File: src/hw/rtl/ufp_pkg.sv
`default_nettype none

package ufp_pkg;

  localparam logic [7:0] CH_PLUS  = 8'h2B;
  localparam logic [7:0] CH_PCT   = 8'h25;
  localparam logic [7:0] CH_AMP   = 8'h26;
  localparam logic [7:0] CH_EQ    = 8'h3D;
  localparam logic [7:0] CH_SPACE = 8'h20;
  localparam logic [7:0] CH_MINUS = 8'h2D;

  localparam int unsigned MAX_RESULTS = 4;
  localparam int unsigned SLOT_W      = $clog2(MAX_RESULTS);
  localparam int unsigned CNT_W       = $clog2(MAX_RESULTS + 1);

  typedef enum logic [1:0] {
    KIND_KEY,
    KIND_VALUE,
    KIND_KEY_END,
    KIND_PAIR_END
  } kind_e;

  typedef struct packed {
    logic [7:0] data;
    kind_e      kind;
    logic       qend;
  } res_t;

  // results caused by one input transaction
  typedef struct packed {
    res_t [MAX_RESULTS-1:0] slot;
    logic [CNT_W-1:0]       cnt;
  } cmd_t;

endpackage

`default_nettype wire

File: src/hw/rtl/ufp_if.sv
`default_nettype none

interface ufp_in_if;
  logic       valid;
  logic       ready;
  logic [7:0] data_byte;
  logic       last_byte;

  modport source (output valid, output data_byte, output last_byte, input ready);
  modport sink (input valid, input data_byte, input last_byte, output ready);
endinterface

interface ufp_out_if;
  logic       valid;
  logic       ready;
  logic [7:0] out_byte;
  logic [1:0] kind;
  logic       run_last;
  logic       query_end;

  modport source (output valid, output out_byte, output kind, output run_last,
                  output query_end, input ready);
  modport sink (input valid, input out_byte, input kind, input run_last,
                input query_end, output ready);
endinterface

`default_nettype wire

File: src/hw/rtl/ufp_front.sv
`default_nettype none

module ufp_front (
  input  wire logic         clk_i,
  input  wire logic         rst_ni,
  ufp_in_if.sink            in_i,
  input  wire logic         full_i,
  output logic              push_o,
  output ufp_pkg::cmd_t     push_data_o
);
  import ufp_pkg::*;

  logic       ivf_q, ivf_d;
  logic [1:0] pc_q, pc_d;
  logic [7:0] held_q, held_d;
  cmd_t       cmd;
  logic       accept;

  function automatic cmd_t push(cmd_t c, logic [7:0] b, kind_e k, logic q);
    cmd_t r;
    r = c;
    r.slot[c.cnt[SLOT_W-1:0]].data = b;
    r.slot[c.cnt[SLOT_W-1:0]].kind = k;
    r.slot[c.cnt[SLOT_W-1:0]].qend = q;
    r.cnt = c.cnt + CNT_W'(1);
    return r;
  endfunction

  function automatic logic [4:0] hex_val(logic [7:0] c);
    logic [4:0] r;
    r = 5'd0;
    if (c >= 8'h30 && c <= 8'h39) r = {1'b1, 4'(c - 8'h30)};
    else if (c >= 8'h61 && c <= 8'h66) r = {1'b1, 4'(c - 8'h57)};
    else if (c >= 8'h41 && c <= 8'h46) r = {1'b1, 4'(c - 8'h37)};
    return r;
  endfunction

  function automatic logic [7:0] plain(logic [7:0] c);
    return (c == CH_PLUS) ? CH_SPACE : c;
  endfunction

  function automatic logic [7:0] decode_pair(logic [7:0] a, logic [7:0] b);
    logic [4:0] ha;
    logic [4:0] hb;
    logic [7:0] r;
    ha = hex_val(a);
    hb = hex_val(b);
    r  = 8'd0;
    if (ha[4]) begin
      r = hb[4] ? {ha[3:0], hb[3:0]} : {4'd0, ha[3:0]};
    end else if (hb[4]) begin
      if (a == CH_SPACE || (a >= 8'h09 && a <= 8'h0D) || a == CH_PLUS) begin
        r = {4'd0, hb[3:0]};
      end else if (a == CH_MINUS) begin
        r = 8'd0 - {4'd0, hb[3:0]};
      end
    end
    return r;
  endfunction

  always_comb begin
    logic [1:0] p;
    logic [7:0] h;
    kind_e      k;
    cmd    = '0;
    ivf_d  = ivf_q;
    pc_d   = pc_q;
    held_d = held_q;
    p      = pc_q;
    h      = held_q;
    k      = ivf_q ? KIND_VALUE : KIND_KEY;
    if (in_i.data_byte == CH_AMP) begin
      if (pc_q != 2'd0) cmd = push(cmd, CH_PCT, k, 1'b0);
      if (pc_q == 2'd2) cmd = push(cmd, plain(held_q), k, 1'b0);
      cmd    = push(cmd, 8'd0, KIND_PAIR_END, in_i.last_byte);
      pc_d   = 2'd0;
      held_d = 8'd0;
      ivf_d  = 1'b0;
    end else if (in_i.data_byte == CH_EQ && !ivf_q) begin
      if (pc_q != 2'd0) cmd = push(cmd, CH_PCT, k, 1'b0);
      if (pc_q == 2'd2) cmd = push(cmd, plain(held_q), k, 1'b0);
      cmd    = push(cmd, 8'd0, KIND_KEY_END, 1'b0);
      pc_d   = 2'd0;
      held_d = 8'd0;
      ivf_d  = 1'b1;
      if (in_i.last_byte) begin
        cmd   = push(cmd, 8'd0, KIND_PAIR_END, 1'b1);
        ivf_d = 1'b0;
      end
    end else begin
      if (pc_q == 2'd0) begin
        if (in_i.data_byte == CH_PCT) p = 2'd1;
        else cmd = push(cmd, plain(in_i.data_byte), k, 1'b0);
      end else if (pc_q == 2'd1) begin
        h = in_i.data_byte;
        p = 2'd2;
      end else begin
        cmd = push(cmd, decode_pair(held_q, in_i.data_byte), k, 1'b0);
        p   = 2'd0;
        h   = 8'd0;
      end
      if (in_i.last_byte) begin
        if (p != 2'd0) cmd = push(cmd, CH_PCT, k, 1'b0);
        if (p == 2'd2) cmd = push(cmd, plain(h), k, 1'b0);
        cmd   = push(cmd, 8'd0, KIND_PAIR_END, 1'b1);
        p     = 2'd0;
        h     = 8'd0;
        ivf_d = 1'b0;
      end
      pc_d   = p;
      held_d = h;
    end
  end

  assign in_i.ready  = !full_i;
  assign accept      = in_i.valid && !full_i;
  assign push_o      = accept && (cmd.cnt != '0);
  assign push_data_o = cmd;

  always_ff @(posedge clk_i or negedge rst_ni) begin
    if (!rst_ni) begin
      ivf_q  <= 1'b0;
      pc_q   <= 2'd0;
      held_q <= 8'd0;
    end else if (accept) begin
      ivf_q  <= ivf_d;
      pc_q   <= pc_d;
      held_q <= held_d;
    end
  end

  assert property (@(posedge clk_i) disable iff (!rst_ni) pc_q != 2'd3)
    else $error("escape hold count out of range");
  assert property (@(posedge clk_i) disable iff (!rst_ni)
    push_o |-> (cmd.cnt <= CNT_W'(MAX_RESULTS)))
    else $error("too many results for one transaction");

endmodule

`default_nettype wire

File: src/hw/rtl/ufp_fifo.sv
`default_nettype none

module ufp_fifo #(
  parameter int unsigned DEPTH = 2
) (
  input  wire logic          clk_i,
  input  wire logic          rst_ni,
  input  wire logic          push_i,
  input  wire ufp_pkg::cmd_t push_data_i,
  output logic               full_o,
  input  wire logic          pop_i,
  output ufp_pkg::cmd_t      pop_data_o,
  output logic               empty_o
);
  import ufp_pkg::*;

  localparam int unsigned AW = (DEPTH > 1) ? $clog2(DEPTH) : 1;
  localparam int unsigned CW = $clog2(DEPTH + 1);

  cmd_t          mem_q [DEPTH];
  logic [AW-1:0] wr_q, rd_q;
  logic [CW-1:0] cnt_q;
  logic          do_push, do_pop;

  assign full_o     = (cnt_q == CW'(DEPTH));
  assign empty_o    = (cnt_q == '0);
  assign do_push    = push_i && !full_o;
  assign do_pop     = pop_i && !empty_o;
  assign pop_data_o = mem_q[rd_q];

  always_ff @(posedge clk_i) begin
    if (do_push) begin
      mem_q[wr_q] <= push_data_i;
    end
  end

  always_ff @(posedge clk_i or negedge rst_ni) begin
    if (!rst_ni) begin
      wr_q  <= '0;
      rd_q  <= '0;
      cnt_q <= '0;
    end else begin
      if (do_push) wr_q <= (wr_q == AW'(DEPTH - 1)) ? '0 : wr_q + AW'(1);
      if (do_pop) rd_q <= (rd_q == AW'(DEPTH - 1)) ? '0 : rd_q + AW'(1);
      if (do_push && !do_pop) cnt_q <= cnt_q + CW'(1);
      else if (do_pop && !do_push) cnt_q <= cnt_q - CW'(1);
    end
  end

  assert property (@(posedge clk_i) disable iff (!rst_ni) !(push_i && full_o))
    else $error("push into full queue");

endmodule

`default_nettype wire

File: src/hw/rtl/ufp_back.sv
`default_nettype none

module ufp_back (
  input  wire logic          clk_i,
  input  wire logic          rst_ni,
  input  wire ufp_pkg::cmd_t cmd_i,
  input  wire logic          empty_i,
  output logic               pop_o,
  ufp_out_if.source          out_o
);
  import ufp_pkg::*;

  cmd_t              cur_q;
  logic              cur_valid_q;
  logic [SLOT_W-1:0] idx_q;
  logic [CNT_W-1:0]  cnt_m1;
  logic              last_slot;
  logic              done;

  assign cnt_m1    = cur_q.cnt - CNT_W'(1);
  assign last_slot = ({1'b0, idx_q} == cnt_m1);
  assign done      = out_o.ready && last_slot;
  assign pop_o     = !empty_i && (!cur_valid_q || done);

  assign out_o.valid     = cur_valid_q;
  assign out_o.out_byte  = cur_q.slot[idx_q].data;
  assign out_o.kind      = cur_q.slot[idx_q].kind;
  assign out_o.query_end = cur_q.slot[idx_q].qend;
  assign out_o.run_last  = last_slot;

  always_ff @(posedge clk_i) begin
    if (pop_o) begin
      cur_q <= cmd_i;
    end
  end

  always_ff @(posedge clk_i or negedge rst_ni) begin
    if (!rst_ni) begin
      cur_valid_q <= 1'b0;
      idx_q       <= '0;
    end else if (pop_o) begin
      cur_valid_q <= 1'b1;
      idx_q       <= '0;
    end else if (cur_valid_q && out_o.ready) begin
      if (last_slot) cur_valid_q <= 1'b0;
      else idx_q <= idx_q + SLOT_W'(1);
    end
  end

  assert property (@(posedge clk_i) disable iff (!rst_ni)
    cur_valid_q |-> (cur_q.cnt != '0 && {1'b0, idx_q} <= cnt_m1))
    else $error("result index beyond transaction result count");

endmodule

`default_nettype wire

File: src/hw/rtl/urlencoded_form_parser.sv
`default_nettype none

// channel  dir  payload                                 transaction
// in_i     in   data_byte[7:0] last_byte                valid && ready
// out_o    out  out_byte[7:0] kind[1:0] run_last        valid && ready
//               query_end
//
// one input byte a cycle while each byte gives at most one result and the output is ready
// a byte giving several results sends them out in turn; the queue absorbs it
// input ready drops only when the queue of QUEUE_DEPTH entries is full
// each byte's results pass through the queue, then the output register
// reset puts the decoder back in the key field with no escape held

module urlencoded_form_parser #(
  parameter int unsigned QUEUE_DEPTH = 2
) (
  input  wire logic clk_i,
  input  wire logic rst_ni,
  ufp_in_if.sink    in_i,
  ufp_out_if.source out_o
);
  import ufp_pkg::*;

  logic push, full, pop, empty;
  cmd_t push_data, pop_data;

  ufp_front u_front (
    .clk_i       (clk_i),
    .rst_ni      (rst_ni),
    .in_i        (in_i),
    .full_i      (full),
    .push_o      (push),
    .push_data_o (push_data)
  );

  ufp_fifo #(
    .DEPTH (QUEUE_DEPTH)
  ) u_fifo (
    .clk_i       (clk_i),
    .rst_ni      (rst_ni),
    .push_i      (push),
    .push_data_i (push_data),
    .full_o      (full),
    .pop_i       (pop),
    .pop_data_o  (pop_data),
    .empty_o     (empty)
  );

  ufp_back u_back (
    .clk_i   (clk_i),
    .rst_ni  (rst_ni),
    .cmd_i   (pop_data),
    .empty_i (empty),
    .pop_o   (pop),
    .out_o   (out_o)
  );

endmodule

`default_nettype wire

File: src/flat_wrapper.sv
// flat-port wrapper written by rule: the top's interface ports become plain ports
module urlencoded_form_parser_flat import ufp_pkg::*;
#(
  parameter int unsigned QUEUE_DEPTH = 2
)
  (clk_i, rst_ni, in_i_valid, in_i_data_byte, in_i_last_byte, in_i_ready, out_o_valid, out_o_out_byte, out_o_kind, out_o_run_last, out_o_query_end, out_o_ready);
  ufp_in_if in_i_i ();
  ufp_out_if out_o_i ();
  input  wire logic clk_i;
  input  wire logic rst_ni;
  input wire logic [$bits(in_i_i.valid)-1:0] in_i_valid;
  input wire logic [$bits(in_i_i.data_byte)-1:0] in_i_data_byte;
  input wire logic [$bits(in_i_i.last_byte)-1:0] in_i_last_byte;
  output wire logic [$bits(in_i_i.ready)-1:0] in_i_ready;
  output wire logic [$bits(out_o_i.valid)-1:0] out_o_valid;
  output wire logic [$bits(out_o_i.out_byte)-1:0] out_o_out_byte;
  output wire logic [$bits(out_o_i.kind)-1:0] out_o_kind;
  output wire logic [$bits(out_o_i.run_last)-1:0] out_o_run_last;
  output wire logic [$bits(out_o_i.query_end)-1:0] out_o_query_end;
  input wire logic [$bits(out_o_i.ready)-1:0] out_o_ready;
  assign in_i_i.valid = in_i_valid;
  assign in_i_i.data_byte = in_i_data_byte;
  assign in_i_i.last_byte = in_i_last_byte;
  assign in_i_ready = in_i_i.ready;
  assign out_o_valid = out_o_i.valid;
  assign out_o_out_byte = out_o_i.out_byte;
  assign out_o_kind = out_o_i.kind;
  assign out_o_run_last = out_o_i.run_last;
  assign out_o_query_end = out_o_i.query_end;
  assign out_o_i.ready = out_o_ready;
  urlencoded_form_parser #(.QUEUE_DEPTH(QUEUE_DEPTH)) u_core (.clk_i(clk_i), .rst_ni(rst_ni), .in_i(in_i_i), .out_o(out_o_i));
endmodule
File: config.mk
export PLATFORM = sky130hd
export DESIGN_NAME = urlencoded_form_parser_flat
export DESIGN_NICKNAME = d
export VERILOG_FILES = /design/src/hw/rtl/ufp_pkg.sv /design/src/hw/rtl/ufp_if.sv /design/src/hw/rtl/ufp_front.sv /design/src/hw/rtl/ufp_fifo.sv /design/src/hw/rtl/ufp_back.sv /design/src/hw/rtl/urlencoded_form_parser.sv /design/src/flat_wrapper.sv
export SDC_FILE = /design/constraint.sdc
export NUM_CORES = 1
export LEC_CHECK = 0
export BUFFER_PORTS_ARGS = -buffer_cell sky130_fd_sc_hd__buf_2
export CELL_PAD_IN_SITES_DETAIL_PLACEMENT = 1
export CELL_PAD_IN_SITES_GLOBAL_PLACEMENT = 2
export CORE_AREA = 3 3 134 136
export CTS_CLUSTER_SIZE = 10
export DETAILED_ROUTE_END_ITERATION = 16
export DIE_AREA = 0 0 137 139
export HOLD_SLACK_MARGIN = 0.08
export PLACE_DENSITY_LB_ADDON = 0.1
export RECOVER_POWER = 100
export SYNTH_ARGS = -nofsm -noshare
export SYNTH_HDL_FRONTEND = slang
export SYNTH_SLANG_ARGS = --single-unit
File: constraint.sdc
create_clock -name clk_i -period 5.75 [get_ports clk_i]
set_input_delay 0.575 -clock clk_i [delete_from_list [all_inputs] [get_ports clk_i]]
set_output_delay 0.575 -clock clk_i [all_outputs]
set_load 0.01 [all_outputs]
# ---- Word level (Yosys, flattened, before mapping)
# Memory sizes are Yosys's and may differ from the RTL's. A register that Yosys moved wholly into a read port is not among the register bits.
# Cells that the tools add are included.
dict set report totals {
  reg_bits 18
  mem_bits_rw 94
  inputBits 13
  wordCells 275
  mem_count 1
}
dict set report classes {
  n_addsub 21
  magnitude_cmp 31
  n_eq_ne 14
  n_mux 154
  n_reduce_logical 46
}
# name words width read_ports rd_clocked_by_memory_dff wr line
set memory_table {}
lappend memory_table {u_core.u_fifo.mem_q 2 47 1 1 1 ufp_fifo.sv:20} ;# cmd_t mem_q [DEPTH];
# operator n
set ops {}
lappend ops {{2-to-1 mux 47 bit} 23}
lappend ops {{bitwise mux 44 bit} 24}
lappend ops {{demux 11 bit (select 2 bit)} 24}
lappend ops {{2-to-1 mux 8 bit} 15}
lappend ops {{2-to-1 mux 11 bit} 9}
lappend ops {{2-to-1 mux 5 bit} 14}
lappend ops {{== test 8 x 6 -> 1 bit, second input constant} 8}
lappend ops {{greater-or-equal comparator 8 x 7 -> 1 bit, second input constant} 4}
lappend ops {{less-or-equal comparator 8 x 7 -> 1 bit, second input constant} 4}
lappend ops {{2-to-1 mux 14 bit} 2}
lappend ops {{< comparator 2 x 3 -> 1 bit, second input constant} 9}
lappend ops {{2-to-1 mux 2 bit} 13}
lappend ops {{logical AND 1 bit} 25}
lappend ops {{adder 3 x 1 -> 3 bit, second input constant} 8}
lappend ops {{2-to-1 mux 3 bit} 8}
lappend ops {{binary-select mux 11 bit (select 2 bit)} 1}
lappend ops {{2-to-1 mux 1 bit} 20}
lappend ops {{greater-or-equal comparator 2 x 1 -> 1 bit, second input constant} 8}
lappend ops {{greater-or-equal comparator 8 x 6 -> 1 bit, second input constant} 2}
lappend ops {{less-or-equal comparator 8 x 6 -> 1 bit, second input constant} 2}
lappend ops {{subtractor 4 x 3 -> 4 bit, second input constant} 4}
lappend ops {{2-to-1 mux 12 bit} 1}
lappend ops {{nonzero test 2 bit} 5}
lappend ops {{greater-or-equal comparator 8 x 4 -> 1 bit, second input constant} 1}
lappend ops {{other kinds (16)} 32}

# ---- Longest topological paths before layout
dict set report depth {
  depth_word 57
  ltp_mapped 12
}

# ---- By module
# A second synthesis with hierarchy kept.
dict set report unflattened {
  hier_cells 600
  area_unflattened_um2 8132.8
}
# mod instances cells_per_inst area_each_um2
set modules_own_cells {}
lappend modules_own_cells {ufp_fifo 1 165 3667.3}
lappend modules_own_cells {ufp_front 1 344 2484.9}
lappend modules_own_cells {ufp_back 1 91 1980.6}

# ---- Worst setup path before layout
# No wires, ideal clock.
dict set report synth_path {
  kind {register to register}
  start {register u_core.u_back.idx_q[0]}
  end {register u_core.u_fifo.cnt_q[1]}
  setup_time_ns 0.079
  arrival_ns 4.387
  required_time_ns 5.671
  setup_slack_ns 1.283
  stages_incl_launch_ff 12
  cell_sequence {dfrtp_1 -> clkbuf_1 -> xor2_1 -> nand3_1 -> inv_1 -> nand2_1 -> a21oi_1 -> inv_1 -> ha_1 -> xor2_1 -> nor2_1 -> xor2_1}
}
dict set report synth_via {
  elab_chain_cells 8
  elab_cells_between_ends 10
  classes_between {eq/ne: 1; mux: 1; reduce/logical: 8}
}
# element line
set synth_rtl {}
lappend synth_rtl {{from (decl)} ufp_back.sv:15} ;# logic [SLOT_W-1:0] idx_q;
lappend synth_rtl {{from (signal assigned)} ufp_back.sv:46} ;# else idx_q <= idx_q + SLOT_W'(1);
lappend synth_rtl {{== test 2 x 3 -> 1 bit *} ufp_back.sv:21} ;# assign last_slot = ({1'b0, idx_q} == cnt_m1);
lappend synth_rtl {{net out_o_run_last} flat_wrapper.sv:18} ;# output wire logic [$bits(out_o_i.run_last)-1:0] out_o_run_last;
lappend synth_rtl {{logical AND 1 bit *} ufp_back.sv:22} ;# assign done = out_o.ready && last_slot;
lappend synth_rtl {{logical OR 1 bit *} ufp_back.sv:23} ;# assign pop_o = !empty_i && (!cur_valid_q || done);
lappend synth_rtl {{logical AND 1 bit *} ufp_back.sv:23}
lappend synth_rtl {{net u_core.pop} urlencoded_form_parser.sv:24} ;# logic push, full, pop, empty;
lappend synth_rtl {{logical AND 1 bit *} ufp_fifo.sv:28} ;# assign do_pop = pop_i && !empty_o;
lappend synth_rtl {{logical NOT 1 bit} ufp_fifo.sv:45} ;# if (do_push && !do_pop) cnt_q <= cnt_q + CW'(1);
lappend synth_rtl {{logical AND 1 bit} ufp_fifo.sv:45}
lappend synth_rtl {{2-to-1 mux 2 bit or nonzero test 2 bit (tied branches)} --}
lappend synth_rtl {{to (signal assigned)} ufp_fifo.sv:45}
lappend synth_rtl {{to (signal assigned)} ufp_fifo.sv:46} ;# else if (do_pop && !do_push) cnt_q <= cnt_q - CW'(1);
lappend synth_rtl {{to (decl)} ufp_fifo.sv:22} ;# logic [CW-1:0] cnt_q;
# Mark *: on every way through the listed nets, which the timed path passes. The rest lies on a longest branch.
# A chain may end at the register's enable or synchronous reset.

# ---- Worst setup path in the final report
dict set report layout_path {
  start {register u_core.u_front.pc_q[0]}
  end {memory u_core.u_fifo.mem_q[1][41] (netlist bit) (enable)}
}
dict set report layout_via {
  elab_chain_cells 24
  elab_cells_between_ends 49
  classes_between {add/sub: 8; eq/ne: 3; mux: 32; reduce/logical: 6}
}
# element line
set layout_rtl {}
lappend layout_rtl {{from (decl)} ufp_front.sv:14} ;# logic [1:0] pc_q, pc_d;
lappend layout_rtl {{from (signal assigned)} ufp_front.sv:127} ;# pc_q <= pc_d;
lappend layout_rtl {{== test 2 x 1 -> 1 bit} ufp_front.sv:94} ;# end else if (pc_q == 2'd1) begin
lappend layout_rtl {{2-to-1 mux 14 bit or 2-to-1 mux 2 bit (tied branches)} ufp_front.sv:94}
lappend layout_rtl {{2-to-1 mux 47 bit or 2-to-1 mux 2 bit (tied branches)} ufp_front.sv:91} ;# if (pc_q == 2'd0) begin
lappend layout_rtl {{2-to-1 mux 47 bit or 2-to-1 mux 2 bit (tied branches)} ufp_front.sv:79} ;# end else if (in_i.data_byte == CH_EQ && !ivf_q) begin
lappend layout_rtl {{2-to-1 mux 47 bit or 2-to-1 mux 2 bit (tied branches)} ufp_front.sv:72} ;# if (in_i.data_byte == CH_AMP) begin
lappend layout_rtl {{adder 3 x 1 -> 3 bit or nonzero test 2 bit (tied branches)} {ufp_front.sv:25, ufp_front.sv:103}}
lappend layout_rtl {{2-to-1 mux 47 bit} ufp_front.sv:103} ;# if (p != 2'd0) cmd = push(cmd, CH_PCT, k, 1'b0);
lappend layout_rtl {{2-to-1 mux 47 bit} ufp_front.sv:102} ;# if (in_i.last_byte) begin
lappend layout_rtl {{(+9 left out)} --}
lappend layout_rtl {{2-to-1 mux 47 bit} ufp_front.sv:79}
lappend layout_rtl {{2-to-1 mux 47 bit *} ufp_front.sv:72}
lappend layout_rtl {{nonzero test 3 bit *} ufp_front.sv:117} ;# assign push_o = accept && (cmd.cnt != '0);
lappend layout_rtl {{logical AND 1 bit *} ufp_front.sv:117}
lappend layout_rtl {{logical AND 1 bit *} ufp_fifo.sv:27} ;# assign do_push = push_i && !full_o;
lappend layout_rtl {{net u_core.u_fifo.do_push} ufp_fifo.sv:23} ;# logic do_push, do_pop;
lappend layout_rtl {{2-to-1 mux 1 bit *} ufp_fifo.sv:32} ;# if (do_push) begin
lappend layout_rtl {{2-to-1 mux 1 bit (implied by the code) *} ufp_fifo.sv:33} ;# mem_q[wr_q] <= push_data_i;
lappend layout_rtl {{to (decl)} ufp_fifo.sv:20}
# Mark *: on every way through the listed nets, which the timed path passes. The rest lies on a longest branch. The select of a mux whose other input is x is not followed.

==> reports/metrics.yaml <==
leakage_nw: 3.01
ys_warn_count: 0
crit_arrival_ns: 4.40
power.density_nw_per_um2: 425
p_total_w: 0.00361
worstSetupPathType: "flop to flop"
drt_pre_antenna_iters: 6
io_buffers: 26
cts_buffers: 17
num_io_pins: 27
finalCriticalPeriod_ns: 4.32
synth_async_sr_flop_share_pct: 11.3
fill_cells: 1732
synth_top_area_share_pct: 55.8
tightest_slew_ns: 2.06
end_kind: "flop"
core_um2: 17100
clk_latency_ns: 0.42
ys_types: 71
grt_pass1_wl_mm: 27.7
synth_top_flop_cell: "edfxtp_1"
fp.dieW_um: 137
via_per_inst: 5.64
dr_wl_met2_mm: 8.49
maxCapViolations: 2
die_h_um: 139
cts_num_sinks: 159
timing.final.crit_share_pct: 75.0
drc: 0
finalSetupViolCount: 0
syn_avg_cell_area_um2: 14.0
grt_pass1_vias: 4907
synth.cell_area_um2: 7580
initial_core_util_pct: 44.5
vias: 4598
clk_path_buf_depth: 2
synth_area_leaders: "edfxtp_1 56%, mux2_2 7.3%, dfrtp_1 5.9%"
top_layer: "met4"
slew-limit-headroom_pct: -37.3
track_usage_pct: 19.3
antenna_cells: 0
htree_levels: 4
antenna_found_initial: 0
synth_commonest_cells: "141 x edfxtp_1, 49 x mux2_2, 34 x nand2_1"
nNetsFinal: 605
postCtsHoldBufs: 0
dpl.hpwl_mm: 12.3
wl_met1_mm: 8.22
yosysMostFrequentCell: "edfxtp_1"
drv_slew: 58
setup-tns-final_ns: 0
ys_seq_area_share_pct: 61.8
cts.clk_slew.worst_paths_ns: 0.07
placed_area_um2: 7980
rsz0062_at_grt: "false"
violations: "max-capacitance violations, max-slew violations"
synth_edf_count: 141
row_count: 48
start_kind: "flop"
drt_iter0_markers: 291
synthCells: 542
worst_clock_skew_ns: 0.0111
outcome: "finished with violations"
synth-seq-cells: 159
die_area_um2: 19000
required_ns: 5.83
max-vdd-ir-drop_mv: 0.218
area_delta_synth_final_pct: 11.9
root_buffer: "clkbuf_16"
place.gp.congestion: 0.841
cts_resized: 0
ant_nets: 0
post_cts_buffers: 0
wirelength_mm: 17.5
drive_gt1_share_pct: 16.8
min_path_type: "primary input to async pin"
yosysTopAreaCell: "edfxtp_1"
crit_path_max_fanout: 36
dr_wl_met3_um: 551
wl_per_cell_um: 21.5
grt_max_degree: 49
cts_tree: "done"
grt-ovfl-total: 0
dp_slack_ns: 1.80
design_area_um2: 8480
max_freq_mhz: 232
timing.final.ws_setup_ns: 1.43
hold_violations: 0
kinds of logic (layout without fill, tap and decap cells):
logic type	count (synthesis)	after routing	share of synthesized area (%)
buffers and inverters	44	77	2.44
other	1	16	0.0495
AOI/OAI and AO/OA	101	101	9.37
DFF	159	159	61.8
muxes	75	75	12.5
xor gates and xnor gates	10	10	1.16
adders and majority gates	15	15	2.48
and+or+nand+nor	137	137	10.2
cell usage in the layout, fill, tap and decap left out, drive strengths merged, types with 15 or more instances in the layout:
| cell type | Yosys | routed |
|---|---|---|
| nand2 | 35 | 35 |
| inv | 14 | 20 |
| clkbuf | 18 | 39 |
| mux2i | 15 | 15 |
| a21oi | 24 | 24 |
| nor2 | 35 | 35 |
| dfrtp | 18 | 18 |
| conb | 1 | 16 |
| o21ai | 15 | 15 |
| ha | 15 | 15 |
| mux2 | 49 | 49 |
| edfxtp | 141 | 141 |
metal layers:
layer / up-vias / track usage, %
met4: 0 / 5.51
met3: 16 / 4.50
met1: 2332 / 27.0
met2: 97 / 30.4
met5: - / 0
li1: 2153 / -
area by class of cell:
type | count | area [um^2] | share of cell area, %
Clock buffer | 19 | 443 | 5.22
Multi-Input combinational cell | 354 | 2730 | 32.2
Clock inverter | 13 | 153 | 1.80
Tap cell | 225 | 282 | 3.32
Sequential cell | 159 | 4680 | 55.2
Inverter | 14 | 52.6 | 0.619
Timing Repair Buffer | 31 | 136 | 1.61
metrics by stage:
stage,hold WS (ns),utilization (%),instances
6_report,0.403,49.7,815
5_1_grt,0.466,49.7,815
4_1_cts,0.113,50.3,815
3_5_place_dp,0.493,46.8,783
3_3_place_gp,0.482,46.8,783
2_1_floorplan,0.279,-,557
critical path: stages, from the launching register on:
cell,delay (ns)
dfrtp_1,0.80
clkbuf_1,0.74
nand2b_1,0.36
o41a_1,0.26
nor2_1,0.14
a31oi_1,0.05
o31ai_1,0.60
inv_2,0.07
and2_2,0.50
clkbuf_1,0.41
power by group:
group          switching (W)  internal, W
Clock               0.000457     0.000661
Sequential          0.000193      0.00159
Combinational       0.000366     0.000335
Total                0.00102      0.00259
registers in the layout, indices dropped and copies added, names as in the netlist:
| name | flops |
|---|---|
| u_core.u_front.ivf_q | 1 |
| u_core.u_back.out_o.valid | 1 |
| u_core.u_fifo.wr_q | 1 |
| u_core.u_fifo.mem_q | 94 |
| u_core.u_back.cur_q | 47 |
| u_core.u_front.held_q | 8 |
| u_core.u_fifo.rd_q | 1 |
| u_core.u_fifo.cnt_q | 2 |
| u_core.u_back.idx_q | 2 |
| u_core.u_front.pc_q | 2 |
path summary, 6_finish.rpt:
| path | from | endpoint | slack, ns | depth (start not counted) |
|---|---|---|---|---|
| hold / removal | rst_ni | u_core.u_back.out_o.valid | 0.40 | 1 |
| setup / recovery | u_core.u_front.pc_q[0] | u_core.u_fifo.mem_q[1][41] | 1.43 | 9 |
| min in group clk_i | out_o_ready | u_core.u_back.idx_q[1] | 0.48 | 3 |
| max in group asynchronous | rst_ni | u_core.u_front.held_q[1] | 4.59 | 1 |
| setup reg to reg | u_core.u_front.pc_q[0] | u_core.u_fifo.mem_q[1][41] | 1.43 | 9 |
| hold reg to reg | u_core.u_fifo.cnt_q[1] | u_core.u_fifo.cnt_q[1] | 0.50 | 1 |
(Power assumes the default switching activity.)
